## config.mk

```make
export PLATFORM = sky130hd
export DESIGN_NAME = ctbi_front
export DESIGN_NICKNAME = d
export VERILOG_FILES = /design/src/sv/ctbi_pkg.sv /design/src/sv/ctbi_front.sv
export SDC_FILE = /design/constraint.sdc
export NUM_CORES = 1
export LEC_CHECK = 0
export ABC_AREA = 0
export BUFFER_PORTS_ARGS = -buffer_cell sky130_fd_sc_hd__buf_2
export CAP_MARGIN = 25
export CORE_ASPECT_RATIO = 0.6
export CORE_MARGIN = 2
export CORE_UTILIZATION = 56
export CTS_CLUSTER_DIAMETER = 30
export DETAILED_ROUTE_END_ITERATION = 8
export PLACE_DENSITY_LB_ADDON = 0.3
export SYNTH_ARGS = -nofsm -noshare
export SYNTH_HDL_FRONTEND = slang
export SYNTH_SLANG_ARGS = --single-unit
```

## constraint.sdc

```tcl
create_clock -name clk -period 5.1 [get_ports clk]
set_input_delay 0.51 -clock clk [delete_from_list [all_inputs] [get_ports clk]]
set_output_delay 0.51 -clock clk [all_outputs]
set_load 0.03 [all_outputs]
```

## src/sv/ctbi_pkg.sv

```systemverilog
// ----------------------------------------------------------------------------
// ctbi_pkg: shared definitions for the coordinate to bin index block
// Widths, register codes, reset values and the per-axis case code.
// ----------------------------------------------------------------------------
package ctbi_pkg;

  localparam int COORD_BITS_DEF  = 21;
  localparam int BIN_BITS_DEF    = 11;
  localparam int NUM_AXES        = 3;
  localparam int FRAC_PRODUCT    = 24;
  localparam int CFG_DATA_BITS   = 63;
  localparam int CFG_INDEX_BITS  = 3;
  localparam int CNT_REG_BITS    = 30;
  localparam int OFF_REG_BITS    = 33;
  localparam int STRIDE_REG_BITS = 22;
  localparam int INDEX_BITS      = 33;
  localparam int FIELD_PAD_BITS  = 192;
  localparam int QUEUE_DEPTH     = 2;

  localparam logic [CFG_INDEX_BITS-1:0] REG_BOX_LOW      = 3'd0;
  localparam logic [CFG_INDEX_BITS-1:0] REG_BOX_HIGH     = 3'd1;
  localparam logic [CFG_INDEX_BITS-1:0] REG_INV_SIZE     = 3'd2;
  localparam logic [CFG_INDEX_BITS-1:0] REG_INNER_COUNTS = 3'd3;
  localparam logic [CFG_INDEX_BITS-1:0] REG_GHOST_OFFS   = 3'd4;
  localparam logic [CFG_INDEX_BITS-1:0] REG_GRID_STRIDES = 3'd5;

  localparam logic [CNT_REG_BITS-1:0]    CNT_RESET    = 30'd1049601;
  localparam logic [STRIDE_REG_BITS-1:0] STRIDE_RESET = 22'd2049;

  typedef enum logic [1:0] {
    CASE_INSIDE = 2'd0,
    CASE_ABOVE  = 2'd1,
    CASE_BELOW  = 2'd2
  } axis_case_t;

endpackage

```

## src/sv/ctbi_front.sv

```systemverilog
// ----------------------------------------------------------------------------
// ctbi_front: position intake and classification
// Compares each coordinate with the box, picks the case per axis and the
// distance magnitude to be scaled, and registers the classified word.
// ----------------------------------------------------------------------------
module ctbi_front import ctbi_pkg::*; #(
  parameter int COORD_BITS = COORD_BITS_DEF
) (
  input  logic                                   clk,
  input  logic                                   rst,
  input  logic                                   in_valid,
  output logic                                   in_ready,
  input  logic signed [COORD_BITS-1:0]           pos_x,
  input  logic signed [COORD_BITS-1:0]           pos_y,
  input  logic signed [COORD_BITS-1:0]           pos_z,
  input  logic signed [COORD_BITS-1:0]           box_lo [NUM_AXES],
  input  logic signed [COORD_BITS-1:0]           box_hi [NUM_AXES],
  output logic                                   fr_valid,
  input  logic                                   fr_ready,
  output logic [NUM_AXES*(COORD_BITS+2)-1:0]     fr_word
);

  localparam int SLOT_W = COORD_BITS + 2;

  logic signed [COORD_BITS-1:0]  pos      [NUM_AXES];
  logic signed [COORD_BITS:0]    d_hi     [NUM_AXES];
  logic signed [COORD_BITS:0]    d_lo     [NUM_AXES];
  logic signed [COORD_BITS:0]    d_lo_neg [NUM_AXES];
  axis_case_t                    cls      [NUM_AXES];
  logic [COORD_BITS-1:0]         mag      [NUM_AXES];
  logic [NUM_AXES*SLOT_W-1:0]    fr_word_next;

  assign pos[0] = pos_x;
  assign pos[1] = pos_y;
  assign pos[2] = pos_z;

  always_comb begin
    fr_word_next = '0;
    for (int a = 0; a < NUM_AXES; a++) begin
      d_hi[a]     = $signed({pos[a][COORD_BITS-1], pos[a]})
                  - $signed({box_hi[a][COORD_BITS-1], box_hi[a]});
      d_lo[a]     = $signed({pos[a][COORD_BITS-1], pos[a]})
                  - $signed({box_lo[a][COORD_BITS-1], box_lo[a]});
      d_lo_neg[a] = -d_lo[a];
      // The upper test wins, so a box with its corners swapped still
      // resolves the same way as the scalar formula.
      if (!d_hi[a][COORD_BITS]) begin
        cls[a] = CASE_ABOVE;
        mag[a] = d_hi[a][COORD_BITS-1:0];
      end else if (!d_lo[a][COORD_BITS]) begin
        cls[a] = CASE_INSIDE;
        mag[a] = d_lo[a][COORD_BITS-1:0];
      end else begin
        cls[a] = CASE_BELOW;
        mag[a] = d_lo_neg[a][COORD_BITS-1:0];
      end
      fr_word_next[a*SLOT_W +: SLOT_W] = {cls[a], mag[a]};
    end
  end

  assign in_ready = !fr_valid || fr_ready;

  always_ff @(posedge clk) begin
    if (rst) begin
      fr_valid <= 1'b0;
    end else if (in_ready) begin
      fr_valid <= in_valid;
    end
  end

  always_ff @(posedge clk) begin
    if (in_ready) begin
      fr_word <= fr_word_next;
    end
  end

endmodule

```

# Word level (Yosys, flattened, before mapping)
# Cells that the tools add are included.
# word_totals
regBits	70
in_bits	193
output_inout_bits	71
word_cells	25
# op_classes
n_addsub	9
muxes	9
reduce_logical	2
# ops
cell	count
$sub 21x21->22	6
$mux 21	6
$neg 21->21	3
$mux 2	3
$logic_not 1->1	1
$logic_or 1x1->1	1

# Longest topological paths before layout
# depth
depth_word	4
mapped_depth	15
depth_no_buf	15

# Worst setup path before layout
# OpenSTA, ideal clock, no wires.
# synth_timing
path_type	input to register
startpoint	in pos_y[0]
endpoint	reg fr_word[43], data pin
setup_ns	0.259
arrival_time_ns	3.453
setup_slack_ns	1.388
path_stages	15
cell_sequence	inv_1 > ha_1 > inv_1 > fa_1 > a211oi_2 > nor4_2 > nor4_4 > a21oi_4 > o2111ai_2 > a31oi_1 > or3_4 > a2111oi_4 > a2111o_1 > and3_1 > a21oi_2
# synth_between
elab_chain_cells	4
# synth_lines
item	line_no	text
start: declaration	ctbi_front.sv:14	input logic signed [COORD_BITS-1:0] pos_y,
$sub 21x21->22	ctbi_front.sv:43	- $signed({box_lo[a][COORD_BITS-1], box_lo[a]});
$neg 21->21	ctbi_front.sv:44	d_lo_neg[a] = -d_lo[a];
$mux 21	ctbi_front.sv:50	end else if (!d_lo[a][COORD_BITS]) begin
$mux 21 *	ctbi_front.sv:47	if (!d_hi[a][COORD_BITS]) begin
net fr_word_next[43]	ctbi_front.sv:31	logic [NUM_AXES*SLOT_W-1:0] fr_word_next;
end signal: assignment	ctbi_front.sv:73	fr_word <= fr_word_next;
end: declaration	ctbi_front.sv:20	output logic [NUM_AXES*(COORD_BITS+2)-1:0] fr_word
# Mark *: on every way through the listed nets, which the timed path passes. The rest lies on a longest branch.
# A chain may end at the register's enable or synchronous reset.

# Worst setup path after layout
# layout_timing
startpoint	in pos_z[0]
endpoint	reg fr_word[66], data pin
# layout_between
elab_chain_cells	4
# layout_lines
item	line_no	text
start: declaration	ctbi_front.sv:15	input logic signed [COORD_BITS-1:0] pos_z,
$sub 21x21->22	ctbi_front.sv:43	
$neg 21->21	ctbi_front.sv:44	
$mux 21	ctbi_front.sv:50	
$mux 21 *	ctbi_front.sv:47	
net fr_word_next[66]	ctbi_front.sv:31	
# Marks and branches as above.

==> metrics.csv <==
stage;metric;value;unit
run_status;outcome;complete, no violations;
layout;utilization after layout;0.6735;
power_and_ir_drop;pwr dens;281.9;nW/um^2
layout;non-filler cells, final;1896;
synthesis;synthesized area per cell;8.083;sq um
sta;skew final;12.25;ps
worst_setup_path;RR Endpoint;fr_word[15];
grt;global-route wire length before repair;49.08;mm
placed_design;Area after DPL;12640;sq um
clock_network;hold_buf cts;0;
drt;vias per inst;5.732;
layout;Area growth, synth to finish;16.89;%
clock_network;Worst-path clk slew;70;ps
synthesis;Mapped Nets;1695;
sta;Final Hold Violating Endpoints;0;
floorplanning;Core Box Area;19180;sq um
sta;Tmin final;3988;ps
sta;fin crit share;0.7820;
grt;GRT Overall Usage;0.2927;
floorplanning;Die Wd;185.3;um
synthesis;Seq/Total Area, Yosys;0.1893;
drt;Total Routed Length;31.09;mm
clock_network;clock sinks;70;
placed_design;DPL Wire Length;26.33;mm
worst_setup_path;Critical Path Fanout Max;5;
worst_setup_path;Worst Setup SP;pos_z[0];
grt;initial antenna violation count;0;
placed_design;# placed instances;1880;
synthesis;Yosys warning count;0;
drt;DRC;0;
floorplanning;DIE AREA;20910;sq um
worst_setup_path;FF-to-FF Start;fr_valid;
grt;largest net degree at the start of global routing;45;
synthesis;asr flop ratio synth;0;
sta;Final Max Tran Viols;0;
clock_network;Root Driver;clkbuf_16;
sta;Worst-Margin Slew;971.5;ps
grt;vias in the first global route;9725;
floorplanning;Die Y;112.8;um
clock_network;H-tree levels;3;
synthesis;synthesized flop and latch total;70;
run;max cap viols;0;
synthesis;ys flop type;edfxtp_1;
layout;area occupied by multi-input gates;8178;sq um
layout;# diodes;0;
power_and_ir_drop;VDD IR max;0.2038;mV
layout;share of layout cells above drive strength 1;0.2178;
worst_setup_path;crit path to;fr_word[66];
clock_network;Skew-Pair Late Insertion Delay;340;ps
sta;RSZ-0062 raised after global routing;no;
worst_setup_path;crit path DAT;4060;ps
drt;DRT Pass-1 Iters;5;
synthesis;Netlist cell types;97;
clock_network;CTS tree;done;
hold_path;Min-Delay Path Class;in -> reg;
layout;Fillers;1661;
synthesis;synthesized cell area;11050;sq um
clock_network;number of post-CTS setup repair buffers;0;
drt;vias;10870;
layout;register area;2092;sq um
worst_setup_path;Worst setup SP type;input port;
layout;nets@finish;1953;
drt;drt first-iter violations;855;
worst_setup_path;r2r worst-path depth;2;
drt;Final ANT Viol Nets;0;
drt;Routed WL per cell;16.40;um
worst_setup_path;Worst Setup Path Type;in -> reg;
sta;setup violators final;0;
synthesis;Synth Instances;1367;
worst_setup_path;nature of the critical path endpoint;flip-flop;
clock_network;Clock Tree Buf Depth;2;
sta;hold slack;345.3;ps
floorplanning;IO Pins;264;
clock_network;post-CTS sizing;0;
layout;fin area;12920;sq um
worst_setup_path;R2R setup slack;3410;ps
placed_design;RD Place Congestion;0.9534;
clock_network;total CTS buffers;9;
placed_design;Buffers on Ports;263;
sta;Worst slew margin;0.3524;
floorplanning;Initial Util;0.5762;
grt;GRT Residual Overflow;0;
floorplanning;row cnt;39;
sta;Fmax achieved;250.8;MHz
power_and_ir_drop;P_leak;6.300;nW
synthesis;Post-synth EDFFs;69;
sta;Final TNS setup;0;ps
worst_setup_path;CP required;5180;ps
==> sequential cells by signal, indices dropped and copies added, names as in the netlist <==
register and cells:
fr_valid 1, fr_word 69
==> where the power goes <==
part	switching (W)	leakage [nW]	total (W)	internal (W)
Combinational	0.00137	5.45	0.00214	0.000772
Sequential	0.0000526	0.717	0.000912	0.000859
Clock	0.000254	0.129	0.000587	0.000333
==> worst min path at each step <==
stage	startpoint	endpoint	slack [ps]	depth (start not counted)
2_1_floorplan	rst	fr_valid	580	1
3_3_place_gp	rst	fr_valid	670	2
3_5_place_dp	rst	fr_valid	680	2
4_1_cts	rst	fr_valid	320	2
5_1_grt	rst	fr_valid	350	2
6_report	rst	fr_valid	350	2
==> placed cells by master (no fill, tap or decap), drive strengths merged, types with 7 or more instances in the layout <==
| cell type | count |
|---|---|
| a211o | 7 |
| a211oi | 15 |
| a21boi | 8 |
| a21o | 39 |
| a21oi | 126 |
| a31oi | 15 |
| and2 | 15 |
| and3 | 12 |
| buf | 267 |
| clkbuf | 10 |
| edfxtp | 69 |
| ha | 129 |
| inv | 183 |
| mux2i | 32 |
| nand2 | 85 |
| nand2b | 16 |
| nand3 | 30 |
| nand3b | 7 |
| nand4 | 7 |
| nor2 | 109 |
| nor2b | 18 |
| nor3 | 42 |
| nor4 | 10 |
| o2111ai | 7 |
| o211ai | 9 |
| o21a | 23 |
| o21ai | 70 |
| o21bai | 7 |
| o31ai | 18 |
| or2 | 15 |
| or3 | 16 |
| xnor2 | 78 |
| xor2 | 52 |
==> metrics by stage <==
stage,power (W),setup WS (ps)
final,0.003641,1112
after global routing,0.003870,945.5
after CTS,0.003635,1244
after detailed placement,0.003030,894.7
after global placement,0.002995,1046
after floorplan,0.002461,1388
==> critical path, cell delays in order <==
cell and delay (ps):
buf_2 90, inv_1 70, ha_1 190, inv_1 60, fa_1 400, a21o_1 200
a21oi_1 290, o211ai_1 340, a211oi_2 480, nor2_1 100, xnor2_1 230, o21ai_1 220
o41ai_2 350, a211oi_1 150, nor4_1 280, a311oi_1 80
==> cells by family (layout without fill, tap and decap cells) <==
logic type	after synthesis	in the layout	synth area share
and+or+nand+nor	398	398	0.1870
xor gates and xnor gates	130	130	0.1051
muxes	35	35	0.03205
adders and majority gates	135	135	0.1569
buffers and inverters	201	464	0.07258
DFF	70	70	0.1893
AOI/OAI and AO/OA	398	398	0.2571
==> layout make-up <==
cell class	count	area share
Clock buffer	10	0.01773
Multi-Input combinational cell	1096	0.6332
Tap cell	266	0.02577
Timing Repair Buffer	267	0.1052
Clock inverter	6	0.003584
Inverter	181	0.05260
Sequential cell	70	0.1620
==> synthesized netlist by cell type (15+ instances only) <==
master    number  area share
o21ai_0       55       0.025
or3_1         15      0.0085
o21a_1        22       0.015
o21ai_1       15      0.0068
nor2_1       109       0.037
nor2b_1       18       0.010
ha_1         129        0.15
a21o_1        37       0.025
nand2_1       84       0.029
edfxtp_1      69        0.19
nand3_1       30       0.014
xor2_1        51       0.040
o31ai_1       15       0.010
a21oi_1      121       0.055
inv_1        181       0.061
xnor2_1       76       0.060
nor3_1        40       0.018
mux2i_1       32       0.029
nand2b_1      16      0.0091
==> layer usage <==
layer | GRT usage | vias up | part of all wire
met5 | 0 | - | 0
met4 | 0.05608 | 0 | 0.016
met3 | 0.05697 | 33 | 0.097
met2 | 0.4002 | 493 | 0.38
met1 | 0.4680 | 4899 | 0.51
li1 | - | 5442 | -
Power figures use the tool's default switching activity.
