==> src/sv/ctbi_pkg.sv <==
// ----------------------------------------------------------------------------
// ctbi_pkg: shared definitions for the coordinate to bin index block
// Widths, register codes, reset values and the per-axis case code.
// ----------------------------------------------------------------------------
package ctbi_pkg;

  localparam int COORD_BITS_DEF  = 21;
  localparam int BIN_BITS_DEF    = 11;
  localparam int NUM_AXES        = 3;
  localparam int FRAC_PRODUCT    = 24;
  localparam int CFG_DATA_BITS   = 63;
  localparam int CFG_INDEX_BITS  = 3;
  localparam int CNT_REG_BITS    = 30;
  localparam int OFF_REG_BITS    = 33;
  localparam int STRIDE_REG_BITS = 22;
  localparam int INDEX_BITS      = 33;
  localparam int FIELD_PAD_BITS  = 192;
  localparam int QUEUE_DEPTH     = 2;

  localparam logic [CFG_INDEX_BITS-1:0] REG_BOX_LOW      = 3'd0;
  localparam logic [CFG_INDEX_BITS-1:0] REG_BOX_HIGH     = 3'd1;
  localparam logic [CFG_INDEX_BITS-1:0] REG_INV_SIZE     = 3'd2;
  localparam logic [CFG_INDEX_BITS-1:0] REG_INNER_COUNTS = 3'd3;
  localparam logic [CFG_INDEX_BITS-1:0] REG_GHOST_OFFS   = 3'd4;
  localparam logic [CFG_INDEX_BITS-1:0] REG_GRID_STRIDES = 3'd5;

  localparam logic [CNT_REG_BITS-1:0]    CNT_RESET    = 30'd1049601;
  localparam logic [STRIDE_REG_BITS-1:0] STRIDE_RESET = 22'd2049;

  typedef enum logic [1:0] {
    CASE_INSIDE = 2'd0,
    CASE_ABOVE  = 2'd1,
    CASE_BELOW  = 2'd2
  } axis_case_t;

endpackage

==> src/sv/ctbi_back.sv <==
// ----------------------------------------------------------------------------
// ctbi_back: bin computation pipeline
// Five stages: scale by the inverse bin size, apply the per-axis case,
// offset and clamp into the grid, form the plane and row products, then sum.
// ----------------------------------------------------------------------------
module ctbi_back import ctbi_pkg::*; #(
  parameter int COORD_BITS = COORD_BITS_DEF,
  parameter int BIN_BITS   = BIN_BITS_DEF
) (
  input  logic                                   clk,
  input  logic                                   rst,
  input  logic                                   bk_valid,
  output logic                                   bk_ready,
  input  logic [NUM_AXES*(COORD_BITS+2)-1:0]     bk_word,
  input  logic [COORD_BITS-1:0]                  inv_size [NUM_AXES],
  input  logic [BIN_BITS-2:0]                    cnt      [NUM_AXES],
  input  logic signed [BIN_BITS-1:0]             ghost    [NUM_AXES],
  input  logic [BIN_BITS-1:0]                    upper    [NUM_AXES],
  input  logic [BIN_BITS-1:0]                    nx,
  input  logic [2*BIN_BITS-1:0]                  nxy,
  output logic                                   out_valid,
  input  logic                                   out_ready,
  output logic [INDEX_BITS-1:0]                  bin_index,
  output logic [BIN_BITS-1:0]                    cell_x,
  output logic [BIN_BITS-1:0]                    cell_y,
  output logic [BIN_BITS-1:0]                    cell_z,
  output logic                                   out_of_grid
);

  localparam int SLOT_W = COORD_BITS + 2;
  localparam int PROD_W = (2*COORD_BITS > FRAC_PRODUCT) ? 2*COORD_BITS : FRAC_PRODUCT + 1;
  localparam int Q_W    = PROD_W - FRAC_PRODUCT;
  localparam int B_W    = Q_W + BIN_BITS + 2;
  localparam int PZ_W   = 3*BIN_BITS;
  localparam int PY_W   = 2*BIN_BITS;
  localparam int SUM_W  = (PZ_W + 2 > INDEX_BITS) ? PZ_W + 2 : INDEX_BITS;
  localparam int NSTG   = 5;

  logic [NSTG-1:0]          vld;
  logic [NSTG-1:0]          stg_rdy;

  // Stage 0 inputs and stage 1 registers.
  axis_case_t               cs0   [NUM_AXES];
  logic [COORD_BITS-1:0]    mag0  [NUM_AXES];
  axis_case_t               cs1   [NUM_AXES];
  logic [PROD_W-1:0]        prod1 [NUM_AXES];

  // Stage 2 registers.
  logic signed [B_W-1:0]    qs    [NUM_AXES];
  logic signed [B_W-1:0]    cnt_s [NUM_AXES];
  logic signed [B_W-1:0]    b_next[NUM_AXES];
  logic signed [B_W-1:0]    b2    [NUM_AXES];

  // Stage 3 registers.
  logic signed [B_W-1:0]    off      [NUM_AXES];
  logic [BIN_BITS-1:0]      cell_nxt [NUM_AXES];
  logic [NUM_AXES-1:0]      clip;
  logic [BIN_BITS-1:0]      cell3    [NUM_AXES];
  logic                     flag3;

  // Stage 4 registers.
  logic [PZ_W-1:0]          pz4;
  logic [PY_W-1:0]          py4;
  logic [BIN_BITS-1:0]      cx4;
  logic [BIN_BITS-1:0]      cy4;
  logic [BIN_BITS-1:0]      cz4;
  logic                     flag4;
  logic [SUM_W-1:0]         sum;

  // A stage takes a new word when it is empty or its word moves on.
  always_comb begin
    stg_rdy[NSTG-1] = !vld[NSTG-1] || out_ready;
    for (int k = NSTG - 2; k >= 0; k--) begin
      stg_rdy[k] = !vld[k] || stg_rdy[k+1];
    end
  end

  assign bk_ready  = stg_rdy[0];
  assign out_valid = vld[NSTG-1];

  always_ff @(posedge clk) begin
    if (rst) begin
      vld <= '0;
    end else begin
      if (stg_rdy[0]) begin
        vld[0] <= bk_valid;
      end
      for (int k = 1; k < NSTG; k++) begin
        if (stg_rdy[k]) begin
          vld[k] <= vld[k-1];
        end
      end
    end
  end

  // Scale the distance by the inverse bin size.
  always_comb begin
    for (int a = 0; a < NUM_AXES; a++) begin
      cs0[a]  = axis_case_t'(bk_word[a*SLOT_W + COORD_BITS +: 2]);
      mag0[a] = bk_word[a*SLOT_W +: COORD_BITS];
    end
  end

  always_ff @(posedge clk) begin
    if (stg_rdy[0]) begin
      for (int a = 0; a < NUM_AXES; a++) begin
        cs1[a]   <= cs0[a];
        prod1[a] <= PROD_W'(mag0[a]) * PROD_W'(inv_size[a]);
      end
    end
  end

  // Apply the case: above adds the inner count, inside clamps to count - 1,
  // below gives -q - 1, which is the bitwise complement of q.
  always_comb begin
    for (int a = 0; a < NUM_AXES; a++) begin
      qs[a]    = $signed(B_W'(prod1[a][PROD_W-1:FRAC_PRODUCT]));
      cnt_s[a] = $signed(B_W'(cnt[a]));
      unique case (cs1[a])
        CASE_ABOVE:  b_next[a] = qs[a] + cnt_s[a];
        CASE_INSIDE: b_next[a] = (qs[a] > cnt_s[a] - $signed(B_W'(1)))
                               ? cnt_s[a] - $signed(B_W'(1)) : qs[a];
        CASE_BELOW:  b_next[a] = ~qs[a];
        default:     b_next[a] = qs[a];
      endcase
    end
  end

  always_ff @(posedge clk) begin
    if (stg_rdy[1]) begin
      for (int a = 0; a < NUM_AXES; a++) begin
        b2[a] <= b_next[a];
      end
    end
  end

  // Offset by the lowest ghost bin and clamp into the grid.
  always_comb begin
    for (int a = 0; a < NUM_AXES; a++) begin
      off[a] = b2[a] - $signed({{(B_W-BIN_BITS){ghost[a][BIN_BITS-1]}}, ghost[a]});
      if (off[a] < 0) begin
        cell_nxt[a] = '0;
        clip[a]     = 1'b1;
      end else if (off[a] > $signed(B_W'(upper[a]))) begin
        cell_nxt[a] = upper[a];
        clip[a]     = 1'b1;
      end else begin
        cell_nxt[a] = off[a][BIN_BITS-1:0];
        clip[a]     = 1'b0;
      end
    end
  end

  always_ff @(posedge clk) begin
    if (stg_rdy[2]) begin
      for (int a = 0; a < NUM_AXES; a++) begin
        cell3[a] <= cell_nxt[a];
      end
      flag3 <= |clip;
    end
  end

  always_ff @(posedge clk) begin
    if (stg_rdy[3]) begin
      pz4   <= PZ_W'(cell3[2]) * PZ_W'(nxy);
      py4   <= PY_W'(cell3[1]) * PY_W'(nx);
      cx4   <= cell3[0];
      cy4   <= cell3[1];
      cz4   <= cell3[2];
      flag4 <= flag3;
    end
  end

  assign sum = SUM_W'(pz4) + SUM_W'(py4) + SUM_W'(cx4);

  always_ff @(posedge clk) begin
    if (stg_rdy[4]) begin
      bin_index   <= sum[INDEX_BITS-1:0];
      cell_x      <= cx4;
      cell_y      <= cy4;
      cell_z      <= cz4;
      out_of_grid <= flag4;
    end
  end

endmodule

==> config.mk <==
export PLATFORM = sky130hd
export DESIGN_NAME = ctbi_back
export DESIGN_NICKNAME = d
export VERILOG_FILES = /design/src/sv/ctbi_pkg.sv /design/src/sv/ctbi_back.sv
export SDC_FILE = /design/constraint.sdc
export NUM_CORES = 2
export LEC_CHECK = 0
export BUFFER_PORTS_ARGS = -buffer_cell sky130_fd_sc_hd__clkbuf_2
export CAP_MARGIN = 20
export CORE_ASPECT_RATIO = 0.6
export CORE_UTILIZATION = 60
export DETAILED_ROUTE_END_ITERATION = 6
export GPL_ROUTABILITY_DRIVEN = 0
export PLACE_DENSITY = 0.78
export SLEW_MARGIN = 5
export SYNTH_ARGS = -nofsm -noshare
export SYNTH_HDL_FRONTEND = slang
export SYNTH_SLANG_ARGS = --single-unit
==> constraint.sdc <==
create_clock -name clk -period 14 [get_ports clk]
set_input_delay 1.4 -clock clk [delete_from_list [all_inputs] [get_ports clk]]
set_output_delay 1.4 -clock clk [all_outputs]
set_load 0.01 [all_outputs]
### Word level (Yosys, flattened, before mapping)

Memory sizes are Yosys's and may differ from the RTL's. A register that Yosys moved wholly into a read port is not among the register bits.
Cells that the tools add are included.
W data, S select, Z words.

* add/subtract/negate cells: 11
* multiply operators: 5
* order comparisons: 9
* equal/unequal tests: 6
* muxes and demuxes: 24
* bitwise gates (word level): 3
* reductions and logical operators: 14

Operator list (count)
* $pmux W31 S3: 3
* $mul A21 B21 Y42: 3
* $gt A19 B31 Y1: 3
* $gt A31 B12 Y1: 3
* $lt A31 B1 Y1 const B: 3
* $mux W31: 3
* $not A18 Y31: 3
* $sub A31 B11 Y31: 3
* $mux W11: 6
* $add A18 B10 Y19: 3
* $add A33 B11 Y33: 1
* $add A33 B22 Y33: 1
* $mul A11 B22 Y33: 1
* $sub A10 B1 Y11 const B: 3
* $mul A11 B11 Y22: 1
* $mux W1: 12
* $eq A2 B1 Y1 const B: 3
* $eq A2 B2 Y1 const B: 3
* $logic_not A2 Y1: 3
* $logic_not A1 Y1: 5
* $logic_or A1 B1 Y1: 5
* $reduce_or A3 Y1: 1

* register bits: 151
* bits in writable memories: 258
* output and inout port bits: 69
* logic and storage cells: 92
* memories: 4

Memory list
* prod1: words 3, width 42, rd ports 3, clocked after Yosys merged registers in 0, wr ports 3, line ctbi_back.sv:46 `logic [PROD_W-1:0] prod1 [NUM_AXES];`
* b2: words 3, width 31, rd ports 3, clocked after Yosys merged registers in 0, wr ports 3, line ctbi_back.sv:52 `logic signed [B_W-1:0] b2 [NUM_AXES];`
* cell3: words 3, width 11, rd ports 3, clocked after Yosys merged registers in 1, wr ports 3, line ctbi_back.sv:58 `logic [BIN_BITS-1:0] cell3 [NUM_AXES];`
* cs1: words 3, width 2, rd ports 3, clocked after Yosys merged registers in 0, wr ports 3, line ctbi_back.sv:45 `axis_case_t cs1 [NUM_AXES];`

### Depth between registers and ports, before layout

* depth after elaboration: 8
* gate-level depth with buffers: 27
* depth with buffers taken out: 26

### Worst setup path after synthesis

Ideal clock, no wire load.

* path kind: input -> register
* start point: input inv_size[6] (netlist name)
* end point: memory prod1[0][119] (netlist name), data pin
* setup time: 258 ps
* arrival: 7449 ps
* path slack: 6293 ps
* stages: 24
* path buffers: 1
* cells stage by stage: clkbuf_1 -> and2_1 -> fa_1 -> inv_1 -> fa_1 -> fa_1 -> inv_1 -> fa_1 -> fa_1 -> fa_1 -> inv_1 -> fa_1 -> inv_1 -> ha_1 -> a21o_1 -> a21o_1 -> a21oi_1 -> o21ai_1 -> a211oi_1 -> nor3b_1 -> a211oi_1 -> o21ai_1 -> a21oi_1 -> xnor2_1

RTL lines
* from (decl): line ctbi_back.sv:15 `input logic [COORD_BITS-1:0] inv_size [NUM_AXES],`
* to (decl): line ctbi_back.sv:46

==> impl_metrics.env <==
export IMPL_synth_warnings=0
export IMPL_min_period_over_period_pct=60.55
export IMPL_critPathMaxStageDelay_ns=0.53
export IMPL_endpoint_kind="flip-flop"
export IMPL_io_pins=334
export IMPL_max_freq_mhz=118.0
export IMPL_path_cells="clkbuf_2, and2_1, fa_1, fa_1, inv_1, fa_1, inv_1, fa_1, fa_1, fa_1, inv_1, fa_1, inv_1, ha_1, a21o_1, a21oi_1, o21ai_0, a221o_1, o21ai_1, a21oi_1, o211ai_1, a21oi_1, o41ai_1, xnor2_1"
export IMPL_worstHoldStart="cell3[0][1]$_SDFFCE_PN0P_"
export IMPL_design_die_area_um2=124500
export IMPL_cts_path_max_buffers=3
export IMPL_insertion_delay_ns=0.61
export IMPL_cts_tree="built"
export IMPL_numCtsBuffers=34
export IMPL_synth_fp_nets=10340
export IMPL_die_h_um=273.7
export IMPL_period_minus_slack_ns=8.477
export IMPL_final_cell_mix="inv_1, fa_1, and2_1"
export IMPL_tightestPinTransition_ns=1.066
export IMPL_cpMostUsedCell="fa_1"
export IMPL_cap_violations=0
export IMPL_detail_route_vias_per_cell=5.793
export IMPL_async_flop_share_pct=0
export IMPL_vias=55760
export IMPL_timing_critical_path_buf_inv=5
export IMPL_drc=0
export IMPL_reg2reg_from="cell3[2][2]$_SDFFCE_PN0P_"
export IMPL_synth_cell_types=90
export IMPL_cp_max_fo=21
export IMPL_path_class="in2reg"
export IMPL_synth_edff_count=310
export IMPL_ctsHoldBuffers=0
export IMPL_post_cts_resized_instances=0
export IMPL_synth_area_per_cell_um2=9.300
export IMPL_drive_gt1_share_pct=5.663
export IMPL_grt_pass1_wl_um=321500
export IMPL_cp_startpoint="bk_word[9]"
export IMPL_synth_main_ff_cell="edfxtp_1"
export IMPL_routed_wl_um=204700
export IMPL_worst_ep_required_time_ns=14.32
export IMPL_antenna_found_initial=50
export IMPL_final_common_cell="inv_1"
export IMPL_path_clk_slew_ns=0.07
export IMPL_seq_area_frac_synth_pct=12.75
export IMPL_htreeDepth=2
export IMPL_ctsRootBufferMaster="clkbuf_16"
export IMPL_grt_use_total_pct=33.51
export IMPL_setup_tns_ns=0
export IMPL_overflow=0
export IMPL_rsz0062_at_grt="no"
export IMPL_synth_area_um2=73810
export IMPL_finalSetupViolCount=0
export IMPL_clock_skew_ns=0.03107
export IMPL_io_buffer_count=333
export IMPL_drtIter0Drc=5394
export IMPL_status="finished, final reports clean"
export IMPL_hold_depth=0
export IMPL_critPathTopFamily="adder cells"
export IMPL_core_area_um2=121800
export IMPL_syn_inst=7937
export IMPL_critPathSlowestCell="fa_1"
export IMPL_grt_pass1_vias=57860
export IMPL_die_x_um=454.8
export IMPL_r2r_end="pz4[32]$_DFFE_PP_"
export IMPL_slew_headroom_pct=28.93
export IMPL_antenna_left=0
export IMPL_rrSetupSlack_ns=7.12
export IMPL_start_util_pct=60.62
export IMPL_dp_hpwl_um=163800
export IMPL_clock_sinks=315
export IMPL_rows=99
export IMPL_syn2layout_area_growth_pct=5.029
export IMPL_hold_viol=0
export IMPL_routedWlPerCell_um=21.26
export IMPL_arrival_ns=8.80
export IMPL_final_nets=10360
export IMPL_whs_endpoint="cx4[1]$_DFFE_PP_"
export IMPL_reg2reg_depth=22
export IMPL_synth_seq_cells=315
export IMPL_worst_setup_path_start_kind="input pin"
export IMPL_hold_class="reg2reg"
export IMPL_dr_pass1_iters=6
export IMPL_grt_max_degree=70
export IMPL_drv_slew=0
export IMPL_post_cts_buffers=0
-- sequential cells by signal, indices dropped and copies added (netlist names), 22 cells and up --
signal / flops
b2: 60
bin_index: 33
cell3: 33
prod1: 54
py4: 22
pz4: 33
-- layout make-up --
cell class / instances / area [um^2]
fill: 9862 / 44240
tap: 1616 / 2022
multi-input combinational: 5620 / 56880
clock inverter: 22 / 282.8
timing repair buffer: 355 / 1838
clock buffer: 39 / 900.9
antenna: 28 / 70.07
inverter: 1630 / 6118
sequential: 315 / 9409
-- kinds of logic (layout without fill, tap and decap cells) --
| group | after synthesis | count (layout) | synth area share, % |
|---|---|---|---|
| compound gates | 782 | 782 | 6.835 |
| xor+xnor | 225 | 225 | 2.670 |
| fa+ha+maj | 2142 | 2142 | 50.02 |
| buf+inv | 2002 | 2046 | 10.23 |
| flops | 315 | 315 | 12.75 |
| mux | 53 | 53 | 0.7662 |
| other cells | 0 | 28 | 0 |
| simple gates | 2418 | 2418 | 16.73 |
-- worst max-delay path by stage --
stage | to | slack, ns | cells after the start
finish | prod1[0][38]$_DFFE_PP_ | 5.52 | 24
global route | prod1[0][119]$_DFFE_PP_ | 5.33 | 23
CTS | prod1[0][38]$_DFFE_PP_ | 5.64 | 24
global placement | prod1[0][38]$_DFFE_PP_ | 5.30 | 24
floorplan | prod1[0][119]$_DFFE_PP_ | 6.29 | 24
detailed placement | prod1[0][38]$_DFFE_PP_ | 5.08 | 24
-- metal layers --
layer / wire, um / track usage [%] / up-vias
li1: - / - / 24570
met1: 86410 / 48.89 / 27450
met2: 82250 / 45.97 / 3273
met3: 28070 / 11.58 / 450
met4: 7719 / 11.76 / 16
met5: 202 / 0.6479 / -
-- worst register-to-register path: stages (launching register included) --
cell and delay, ns:
edfxtp_1 1.04, nand2_1 0.20, fa_1 0.59, inv_1 0.06, fa_1 0.49, inv_1 0.05, fa_1 0.52, inv_1 0.05
fa_1 0.47, inv_1 0.05, fa_1 0.47, inv_1 0.04, ha_1 0.34, a21o_1 0.20, a221oi_1 0.43, nor2_1 0.07
a211oi_1 0.38, o31a_1 0.24, nor3_1 0.07, a2111oi_0 0.35, dlymetal6s2s_1 0.24, o31ai_1 0.12, xnor2_1 0.13
-- synthesized netlist by cell type, drive strengths merged, types with 13 or more instances --
cell,count,share of area [%]
inv,1628,8.3
fa,1348,37
and2,965,8.2
nand2,901,4.6
ha,794,13
clkbuf,361,1.9
edfxtp,310,13
a21oi,237,1.6
nor2,190,0.97
xnor2,151,1.8
o21ai,146,1.0
a21o,102,1.0
xor2,74,0.88
nor3,73,0.50
nand3,60,0.41
nor2b,42,0.36
o21a,41,0.42
mux2i,40,0.54
nand4,36,0.31
a31oi,33,0.28
nand2b,32,0.27
a211oi,31,0.33
and3,30,0.25
o21bai,25,0.25
or3,25,0.21
a21boi,21,0.21
o211ai,21,0.21
a211o,15,0.18
o31ai,15,0.15
mux2,13,0.22
-- through the flow --
stage | utilization, % | hold WS, ns | cell area, um^2 | std cells | setup slack [ns]
floorplan | - | 0.4003 | 73810 | 7937 | 6.293
global placement | 62.61 | 0.4016 | 76240 | 9532 | 5.301
detailed placement | 62.61 | 0.4045 | 76240 | 9532 | 5.082
CTS | 63.58 | 0.4170 | 77420 | 9593 | 5.636
global route | 63.67 | 0.4143 | 77520 | 9624 | 5.327
finish | 63.67 | 0.4138 | 77530 | 9625 | 5.523
Power is not shown: default switching activity piles up to over one toggle a cycle in this logic, so the estimate is an artifact.
