==> src/sv/ctbi_pkg.sv <==
// ----------------------------------------------------------------------------
// ctbi_pkg: shared definitions for the coordinate to bin index block
// Widths, register codes, reset values and the per-axis case code.
// ----------------------------------------------------------------------------
package ctbi_pkg;

  localparam int COORD_BITS_DEF  = 21;
  localparam int BIN_BITS_DEF    = 11;
  localparam int NUM_AXES        = 3;
  localparam int FRAC_PRODUCT    = 24;
  localparam int CFG_DATA_BITS   = 63;
  localparam int CFG_INDEX_BITS  = 3;
  localparam int CNT_REG_BITS    = 30;
  localparam int OFF_REG_BITS    = 33;
  localparam int STRIDE_REG_BITS = 22;
  localparam int INDEX_BITS      = 33;
  localparam int FIELD_PAD_BITS  = 192;
  localparam int QUEUE_DEPTH     = 2;

  localparam logic [CFG_INDEX_BITS-1:0] REG_BOX_LOW      = 3'd0;
  localparam logic [CFG_INDEX_BITS-1:0] REG_BOX_HIGH     = 3'd1;
  localparam logic [CFG_INDEX_BITS-1:0] REG_INV_SIZE     = 3'd2;
  localparam logic [CFG_INDEX_BITS-1:0] REG_INNER_COUNTS = 3'd3;
  localparam logic [CFG_INDEX_BITS-1:0] REG_GHOST_OFFS   = 3'd4;
  localparam logic [CFG_INDEX_BITS-1:0] REG_GRID_STRIDES = 3'd5;

  localparam logic [CNT_REG_BITS-1:0]    CNT_RESET    = 30'd1049601;
  localparam logic [STRIDE_REG_BITS-1:0] STRIDE_RESET = 22'd2049;

  typedef enum logic [1:0] {
    CASE_INSIDE = 2'd0,
    CASE_ABOVE  = 2'd1,
    CASE_BELOW  = 2'd2
  } axis_case_t;

endpackage

==> src/sv/ctbi_queue.sv <==
// ----------------------------------------------------------------------------
// ctbi_queue: small word queue between intake and compute
// A short first-in first-out buffer with valid and ready on both sides.
// ----------------------------------------------------------------------------
module ctbi_queue import ctbi_pkg::*; #(
  parameter int WIDTH = 2*COORD_BITS_DEF,
  parameter int DEPTH = QUEUE_DEPTH
) (
  input  logic             clk,
  input  logic             rst,
  input  logic             wr_valid,
  output logic             wr_ready,
  input  logic [WIDTH-1:0] wr_word,
  output logic             rd_valid,
  input  logic             rd_ready,
  output logic [WIDTH-1:0] rd_word
);

  localparam int PTR_W = (DEPTH > 1) ? $clog2(DEPTH) : 1;
  localparam int CNT_W = $clog2(DEPTH + 1);

  logic [WIDTH-1:0] mem [DEPTH];
  logic [PTR_W-1:0] wr_ptr;
  logic [PTR_W-1:0] rd_ptr;
  logic [CNT_W-1:0] count;
  logic             push;
  logic             pop;

  assign wr_ready = (count != CNT_W'(DEPTH));
  assign rd_valid = (count != '0);
  assign rd_word  = mem[rd_ptr];
  assign push     = wr_valid && wr_ready;
  assign pop      = rd_valid && rd_ready;

  always_ff @(posedge clk) begin
    if (rst) begin
      wr_ptr <= '0;
      rd_ptr <= '0;
      count  <= '0;
    end else begin
      if (push) begin
        wr_ptr <= (wr_ptr == PTR_W'(DEPTH - 1)) ? '0 : wr_ptr + 1'b1;
      end
      if (pop) begin
        rd_ptr <= (rd_ptr == PTR_W'(DEPTH - 1)) ? '0 : rd_ptr + 1'b1;
      end
      if (push && !pop) begin
        count <= count + 1'b1;
      end else if (pop && !push) begin
        count <= count - 1'b1;
      end
    end
  end

  always_ff @(posedge clk) begin
    if (push) begin
      mem[wr_ptr] <= wr_word;
    end
  end

endmodule

==> config.mk <==
export PLATFORM = sky130hd
export DESIGN_NAME = ctbi_queue
export DESIGN_NICKNAME = d
export VERILOG_FILES = /design/src/sv/ctbi_pkg.sv /design/src/sv/ctbi_queue.sv
export SDC_FILE = /design/constraint.sdc
export NUM_CORES = 1
export LEC_CHECK = 0
export ABC_AREA = 1
export ABC_CLOCK_PERIOD_IN_PS = 6050
export BUFFER_PORTS_ARGS = -buffer_cell sky130_fd_sc_hd__clkbuf_2
export CAP_MARGIN = 20
export CORE_MARGIN = 1.5
export CORE_UTILIZATION = 56
export DETAILED_ROUTE_END_ITERATION = 16
export GPL_TIMING_DRIVEN = 0
export PLACE_DENSITY = 0.84
export SYNTH_ARGS = -nofsm -noshare
export SYNTH_HDL_FRONTEND = slang
export SYNTH_SLANG_ARGS = --single-unit
==> constraint.sdc <==
create_clock -name clk -period 6.05 [get_ports clk]
set_clock_uncertainty 0.05 [all_clocks]
set_input_delay 0 -clock clk [delete_from_list [all_inputs] [get_ports clk]]
set_output_delay 0 -clock clk [all_outputs]
set_load 0.05 [all_outputs]
Word level (Yosys, flattened, before mapping)
Memory sizes are Yosys's and may differ from the RTL's. A register that Yosys moved wholly into a read port is not among the register bits.
Cells that the tools add are included.
- flip-flop bits (word level): 4
- latch bits: 0
- RAM bits: 84
- bits in read-only memories: 0
- input bits: 46
- word-level logic and storage cells: 25
- memories: 1
- add/subtract/negate cells: 4
- $mul: 0
- div/mod/pow operators: 0
- magnitude comparators: 0
- equality and inequality tests: 1
- shift-type cells: 0
- multiplexer cells: 8
- bitwise gates (word level): 0
- reduce and logical (&&, ||, !) cells: 8
- memories (memory ; depth ; bits a word ; rd ports ; clocked after memory_dff ; write ports ; RTL line ; source):
    mem ; 2 ; 42 ; 1 ; 1 ; 1 ; ctbi_queue.sv:22 ; logic [WIDTH-1:0] mem [DEPTH];
- operator list (operator ; number):
    1-bit 2-to-1 mux ; 6
    1-bit logical AND ; 4
    2-bit 2-to-1 mux ; 2
    2-bit nonzero test ; 2
    1-bit adder, second input constant ; 2
    2-bit by 1-bit adder with 2-bit output, second input constant ; 1
    1-bit logical NOT ; 2
    2-bit inequality test, second input constant ; 1
    2-bit by 1-bit subtractor with 2-bit output, second input constant ; 1

Longest topological paths before layout
Gate-level depths: netlist (run 1).
- word-level depth: 6
- depth in mapped cells: 11

Least setup slack after synthesis (run 1)
OpenSTA, ideal clock, no wires.
- path type: flip-flop to flip-flop
- start point: register count[0]
- end point: memory mem[0][0] (netlist bit) (enable)
- setup time: 442 ps
- arrival: 2712 ps
- data required time: 5558 ps
- path slack: 2846 ps
- stages on the path, launching flop included: 5
- path buffers: 0
- clock period less this slack: 3204 ps
- path through: dfxtp_1 > inv_1 > nand2_1 > nand2_1 > nor2_1
- cells in the longest elaborated chain, start to end: 4
- ends and longest elaborated chain (element ; RTL line ; source):
    from (decl) ; ctbi_queue.sv:25 ; logic [CNT_W-1:0] count;
    from (signal assigned) ; ctbi_queue.sv:48 ; count <= count + 1'b1;
    from (signal assigned) ; ctbi_queue.sv:50 ; count <= count - 1'b1;
    2-bit inequality test ; ctbi_queue.sv:29 ; assign wr_ready = (count != CNT_W'(DEPTH));
    net wr_ready ; ctbi_queue.sv:12 ; output logic wr_ready,
    1-bit logical AND ; ctbi_queue.sv:32 ; assign push = wr_valid && wr_ready;
    1-bit 2-to-1 mux ; ctbi_queue.sv:56 ; if (push) begin
    1-bit 2-to-1 mux (implied by the code) ; ctbi_queue.sv:57 ; mem[wr_ptr] <= wr_word;
    to (decl) ; ctbi_queue.sv:22 ;
The timed path passes the listed nets, and every way through them passes these cells.

Worst setup path in the final report (run 1)
- start point: register count[0]
- end point: memory mem[0][4] (netlist bit) (enable)
- cells in the longest elaborated chain, start to end: 4
- ends and longest elaborated chain (element ; RTL line):
    2-bit inequality test ; ctbi_queue.sv:29
    1-bit logical AND ; ctbi_queue.sv:32
    1-bit 2-to-1 mux ; ctbi_queue.sv:56
    1-bit 2-to-1 mux (implied by the code) ; ctbi_queue.sv:57
Every way passes these cells.

==> impl_metrics.yaml, run 1 <==
run_status:
  status: "completed"
placed_design:
  place_ws_ps: 4320
  globalplace.congestion: 0.862
  port_buffers: 89
  dp_hpwl_um: 3700
synthesis:
  yosys_reg_bits: 89
  synth.yosys.warnings: 0
  postSynthCellCount: 168
  synth_area_um2: 3480
  netlist-cell-type-count: 14
  synthesis.nets: 215
  synthesized_area_per_cell_um2: 20.7
  ys_seq_area_share_pct: 75.4
grt:
  vias_in_the_first_global_route: 2069
  grt.total_usage_pct: 21.6
  grt_start_max_net_pins: 28
  grt_antenna_before_repair: 0
  global_route.overflow_total: 0
  grt_pass1_wl_um: 10000
floorplan:
  number_of_top_level_pins: 90
  initial_core_util_pct: 58.4
  die-width_um: 81.8
  core_area_um2: 5960
  floorplan.die_area_um2: 6690
  die-height_um: 81.8
  core.rowCount: 28
layout:
  antenna-diode-count: 0
  drive_above_1_share_pct: 48.9
  num-fill-cells: 330
  commonest_non_fill_non_tap_cell_in_the_layout: "clkbuf_2"
  nets: 361
  highest_count_cells_in_the_layout_ignoring_fill_and_taps: "clkbuf_2, edfxtp_1, dlygate4sd3_1, mux2_4"
  area_delta_synth_final_pct: 36.2
routing:
  drt-pass1-iter-count: 4
  detailroute.via_count: 2006
  vias_per_cell: 5.09
  drt-wirelength-per-cell_um: 17.0
  first_iter_violations: 53
  remaining_drc_errors: 0
  antenna_violating_nets_post_route: 0
  wl_um: 6710
hold_path:
  worstHoldEndpoint: "wr_ptr$_SDFFE_PP0P_"
  hold_path_class: "input port to flip-flop"
  hold_path_startpoint: "wr_valid"
  hold_depth: 4
power:
  irDropWorstVdd_mv: 0.332
  powerDensity_nw_per_um2: 432
  leakage_nw: 1.93
critical_path:
  crit_path_start_kind: "flip-flop"
  worst-endpoint-arrival_ps: 1750
  rr_worst_depth: 5
  worst_r2r_startpoint: "count[0]$_SDFFE_PP0P_"
  reg2reg_slack_ps: 4310
  crit-reg2reg-capture: "mem[0][4]$_DFFE_PP_"
  critical_path.startpoint: "count[0]$_SDFFE_PP0P_"
  crit_path_capture_type: "flip-flop"
  required_arrival_time_at_the_worst_endpoint_ps: 6060
  crit_type: "flip-flop to flip-flop"
  critical_path_peak_fanout: 27
timing:
  max_freq_ghz: 0.574
  final_max_tran_viols: 0
  timing.final.setup_violations: 0
  final.setup.worst_slack_ps: 4310
  rsz0062_at_grt: "false"
  final.setup.tns_ps: 0
  maxSlewHeadroom_pct: 66.5
  min_period_over_period_pct: 28.8
  min_period_ps: 1740
  finalHoldViolCount: 0
  worst_pin_slew_ps: 501
cts:
  cts_tree: "built"
  cts_sinks: 89
  cts-root-buf: "clkbuf_8"
  cts.clk_slew.worst_paths_ps: 90
  cts-root-to-sink-buffers: 2
  worst_skew_pair_latency_ps: 350
  cts-buffers-inserted: 9
  post_cts_buffers: 0
  htree_num_levels: 3
flow_run:
  maxCapViolations: 0
[stage by stage]
stage               cells  total power, mW  utilization [%]  hold WS, ps  instance area [um^2]
floorplan             168             1.43                -         48.9                  3480
global placement      332             1.55             67.4          139                  4020
detailed placement    334             1.58             68.3          142                  4070
CTS                   394             2.04             79.5         73.2                  4740
global route          394             2.12             79.5          112                  4740
finish                394             2.04             79.5         78.1                  4740
[how the worst max path moves through the flow]
stage | depth (start not counted) | slack (ps) | end
final | 5 | 4310 | mem[0][4]$_DFFE_PP_
after global routing | 5 | 4140 | mem[0][5]$_DFFE_PP_
after CTS | 5 | 4320 | mem[0][4]$_DFFE_PP_
after detailed placement | 5 | 4320 | mem[0][32]$_DFFE_PP_
after global placement | 4 | 2320 | mem[1][33]$_DFFE_PP_
after floorplan | 4 | 2850 | mem[0][0]$_DFFE_PP_
[critical path, cell delays in order, from the launching register on]
cell and delay [ps]:
dfxtp_1 350, inv_1 100, nand2_1 90, nand2_1 150, nor2_4 440, buf_12 260
[final cells by class]
class                      count  area (um^2)  share of cell area (%)
clock buffer                   9          124                    2.62
sequential                    89         2620                    55.4
clock inverter                 7          101                    2.14
timing repair buffer         135          926                    19.6
tap                           75         93.8                    1.98
buffer                         5         91.3                    1.93
multi-input combinational     66          747                    15.8
inverter                       8         30.0                   0.634
[where the power goes]
part | internal [mW] | total (mW) | leakage (nW) | switching, mW
Sequential | 0.778 | 0.806 | 0.825 | 0.0283
Clock | 0.236 | 0.449 | 0.106 | 0.213
Combinational | 0.270 | 0.789 | 0.998 | 0.518
Total | 1.28 | 2.04 | 1.93 | 0.759
[cells in the mapped netlist]
| cell | count | area share (%) |
|---|---|---|
| buf_12 | 4 | 2.3 |
| edfxtp_1 | 84 | 73 |
| mux2_2 | 2 | 0.65 |
| nor2_1 | 7 | 0.76 |
| o21ai_0 | 2 | 0.29 |
| buf_6 | 1 | 0.32 |
| a21oi_1 | 2 | 0.29 |
| ha_1 | 1 | 0.36 |
| dfxtp_1 | 5 | 2.9 |
| nand3_1 | 2 | 0.29 |
| nand4_1 | 1 | 0.18 |
| mux2_4 | 40 | 17 |
| nand2_1 | 9 | 0.97 |
| inv_1 | 8 | 0.86 |
[kinds of logic after synthesis]
| kind of cell | Yosys count | synth area share [%] |
|---|---|---|
| fa+ha+maj | 1 | 0.360 |
| simple gates | 19 | 2.20 |
| mux | 42 | 17.9 |
| flops | 89 | 75.5 |
| buf+inv | 13 | 3.49 |
| compound gates | 4 | 0.576 |
[state kept, by name (all words and copies together), names as in the netlist, named ones only]
register and flops:
mem 84, count 2, rd_ptr 1, wr_ptr 1
[what timing repair did]
action / in CTS / in global routing
hold buffers: 44 / 0
endpoints found under the hold margin: 89 / 0
resized for setup: 0 / 0
[metal layers]
metal | share of wire (%) | up-vias | global-route usage (%) | wire length, um
met5 | 0 | - | 0 | 0
met4 | 1.8 | 0 | 9.66 | 121
met3 | 4.8 | 14 | 6.67 | 323
met2 | 56 | 71 | 38.4 | 3740
met1 | 38 | 991 | 23.5 | 2520
li1 | - | 930 | - | -
(Power assumes the default switching activity.)
==> run 2: changes to the inputs <==
--- a/config.mk
+++ b/config.mk
@@ -6,14 +6,14 @@
 export NUM_CORES = 1
 export LEC_CHECK = 0
 export ABC_AREA = 1
-export ABC_CLOCK_PERIOD_IN_PS = 6050
+export ABC_CLOCK_PERIOD_IN_PS = 1500
 export BUFFER_PORTS_ARGS = -buffer_cell sky130_fd_sc_hd__clkbuf_2
 export CAP_MARGIN = 20
 export CORE_MARGIN = 1.5
-export CORE_UTILIZATION = 56
+export CORE_UTILIZATION = 47
 export DETAILED_ROUTE_END_ITERATION = 16
 export GPL_TIMING_DRIVEN = 0
-export PLACE_DENSITY = 0.84
+export PLACE_DENSITY = 0.75
 export SYNTH_ARGS = -nofsm -noshare
 export SYNTH_HDL_FRONTEND = slang
 export SYNTH_SLANG_ARGS = --single-unit
==> constraint.sdc (replaced) <==
create_clock -name clk -period 1.5 [get_ports clk]
set_clock_uncertainty 0.05 [all_clocks]
set_input_delay 0 -clock clk [delete_from_list [all_inputs] [get_ports clk]]
set_output_delay 0 -clock clk [all_outputs]
set_load 0.05 [all_outputs]
==> impl_metrics.yaml, run 2 (synthesized netlist as in run 1, its figures left out) <==
layout:
  finish.cell_count_without_fillers: 423
  final_area_um2: 5320
  regArea_um2: 2630
  antenna-diode-count: 0
  reg.largest.list: "mem: 84 flops, count: 2 flops"
  drive_above_1_share_pct: 50.9
  highest_count_cells_in_the_layout_ignoring_fill_and_taps: "edfxtp_1, clkbuf_2, dlygate4sd3_1, mux2_4, buf_8"
  multi_input_comb_area_um2: 798
  largest_register_ff_count: 84
  commonest_non_fill_non_tap_cell_in_the_layout: "edfxtp_1"
  area_delta_synth_final_pct: 53.2
  nets: 366
  layout.core_utilization_pct: 73.8
  register_with_the_most_flip_flops: "mem"
  num-fill-cells: 440
power:
  irDropWorstVdd_mv: 1.15
  powerDensity_nw_per_um2: 1720
  leakage_nw: 2.12
floorplan:
  die-width_um: 89.0
  core.rowCount: 31
  core_area_um2: 7210
  die-height_um: 89.0
  floorplan.die_area_um2: 7920
  number_of_top_level_pins: 90
  initial_core_util_pct: 48.2
critical_path:
  critical_path_peak_fanout: 10
  crit_type: "flip-flop to output pin"
  worst-endpoint-arrival_ps: 1450
  crit_path_capture_type: "output pin"
  crit_path_start_kind: "flip-flop"
  required_arrival_time_at_the_worst_endpoint_ps: 1450
routing:
  detailroute.via_count: 2000
  first_iter_violations: 82
  drt-pass1-iter-count: 4
  vias_per_cell: 4.73
  wl_um: 7180
  antenna_violating_nets_post_route: 0
  drt-wirelength-per-cell_um: 17.0
  remaining_drc_errors: 0
timing:
  finalHoldViolCount: 0
  max_freq_ghz: 0.668
  worst_pin_slew_ps: 277
  timing.final.setup_violations: 0
  rsz0062_at_grt: "true"
  final_max_tran_viols: 0
  min_period_over_period_pct: 99.9
  maxSlewHeadroom_pct: 81.6
  min_period_ps: 1500
cts:
  cts-buffers-inserted: 9
  cts_sinks: 89
  cts.clk_slew.worst_paths_ps: 90
  cts_tree: "built"
  htree_num_levels: 3
  cts-root-to-sink-buffers: 2
  cts-root-buf: "clkbuf_8"
  worst_skew_pair_latency_ps: 330
placed_design:
  port_buffers: 89
  dpl_cell_area_um2: 4140
  dp_hpwl_um: 3980
  dp.cells: 358
  globalplace.congestion: 0.642
grt:
  grt_antenna_before_repair: 0
  global_route.overflow_total: 0
  grt.total_usage_pct: 17.6
  grt_start_max_net_pins: 25
  grt_pass1_wl_um: 10000
  vias_in_the_first_global_route: 2104
flow_run:
  maxCapViolations: 0
hold_path:
  hold_path_class: "input port to flip-flop"
run_status:
  status: "completed"
==> run 2: cell types whose count changed in the layout (fill, tap and decap cells not counted), sizes merged <==
cell	delta
dlygate4sd3	+1
clkinvlp	-1
clkbuf	-39
buf	+45
inv	-2
clkinv	+1
==> run 2: timing repair <==
action	CTS	global route
endpoints found under the setup margin	109	44
gates resized for setup	88	43
buffers inserted	3	0
gates cloned	1	0
hold buffers	45	0
hold endpoints to repair	89	0
pin swaps	2	0
==> run 2: power by group <==
part	internal [mW]	total, mW	switching (mW)
logic	1.89	4.16	2.27
clock network	0.938	1.74	0.800
registers	3.14	3.28	0.137
total	5.97	9.18	3.21
==> run 2: routing by layer <==
layer	part of all wire (%)	GRT usage [%]
met1	38	19.6
met2	56	32.9
met3	4.0	4.71
met4	1.5	5.45
met5	0	0
==> run 2: final timing paths <==
check | endpoint | depth (start not counted) | slack, ps | from
hold / removal | mem[0][35]$_DFFE_PP_ | 2 | 340 | wr_word[35]
hold reg to reg | rd_ptr$_SDFFE_PP0P_ | 2 | 470 | rd_ptr$_SDFFE_PP0P_
setup / recovery | rd_word[9] | 4 | 2 | flip-flop
setup reg to reg | count[1]$_SDFFE_PP0P_ | 10 | 140 | count[0]$_SDFFE_PP0P_
==> run 2: area by class of cell <==
cell class                      count  area share, %
Tap cell                           99           2.33
Buffer                              5           1.88
Multi-Input combinational cell     66           15.0
Inverter                            8          0.611
Timing Repair Buffer              140           26.9
Sequential cell                    89           49.3
Clock inverter                      5           1.50
Clock buffer                       11           2.47
==> run 2: critical path, cell delays in order, from the launching register on <==
cell     delay [ps]
dfxtp_2         340
buf_12          140
buf_12          150
mux2_4          320
buf_8           150
==> run 2: stage by stage <==
stage | setup WS [ps] | total power, mW | hold slack (ps) | TNS (ps)
6_report | 1.99 | 9.18 | 336 | 0
5_1_grt | -48.3 | 9.51 | 326 | -1330
4_1_cts | -55.6 | 8.95 | 310 | -1520
3_5_place_dp | -206 | 6.47 | 143 | -9630
3_3_place_gp | -480 | 6.36 | 140 | -39260
2_1_floorplan | -192 | 5.85 | 48.9 | -15230
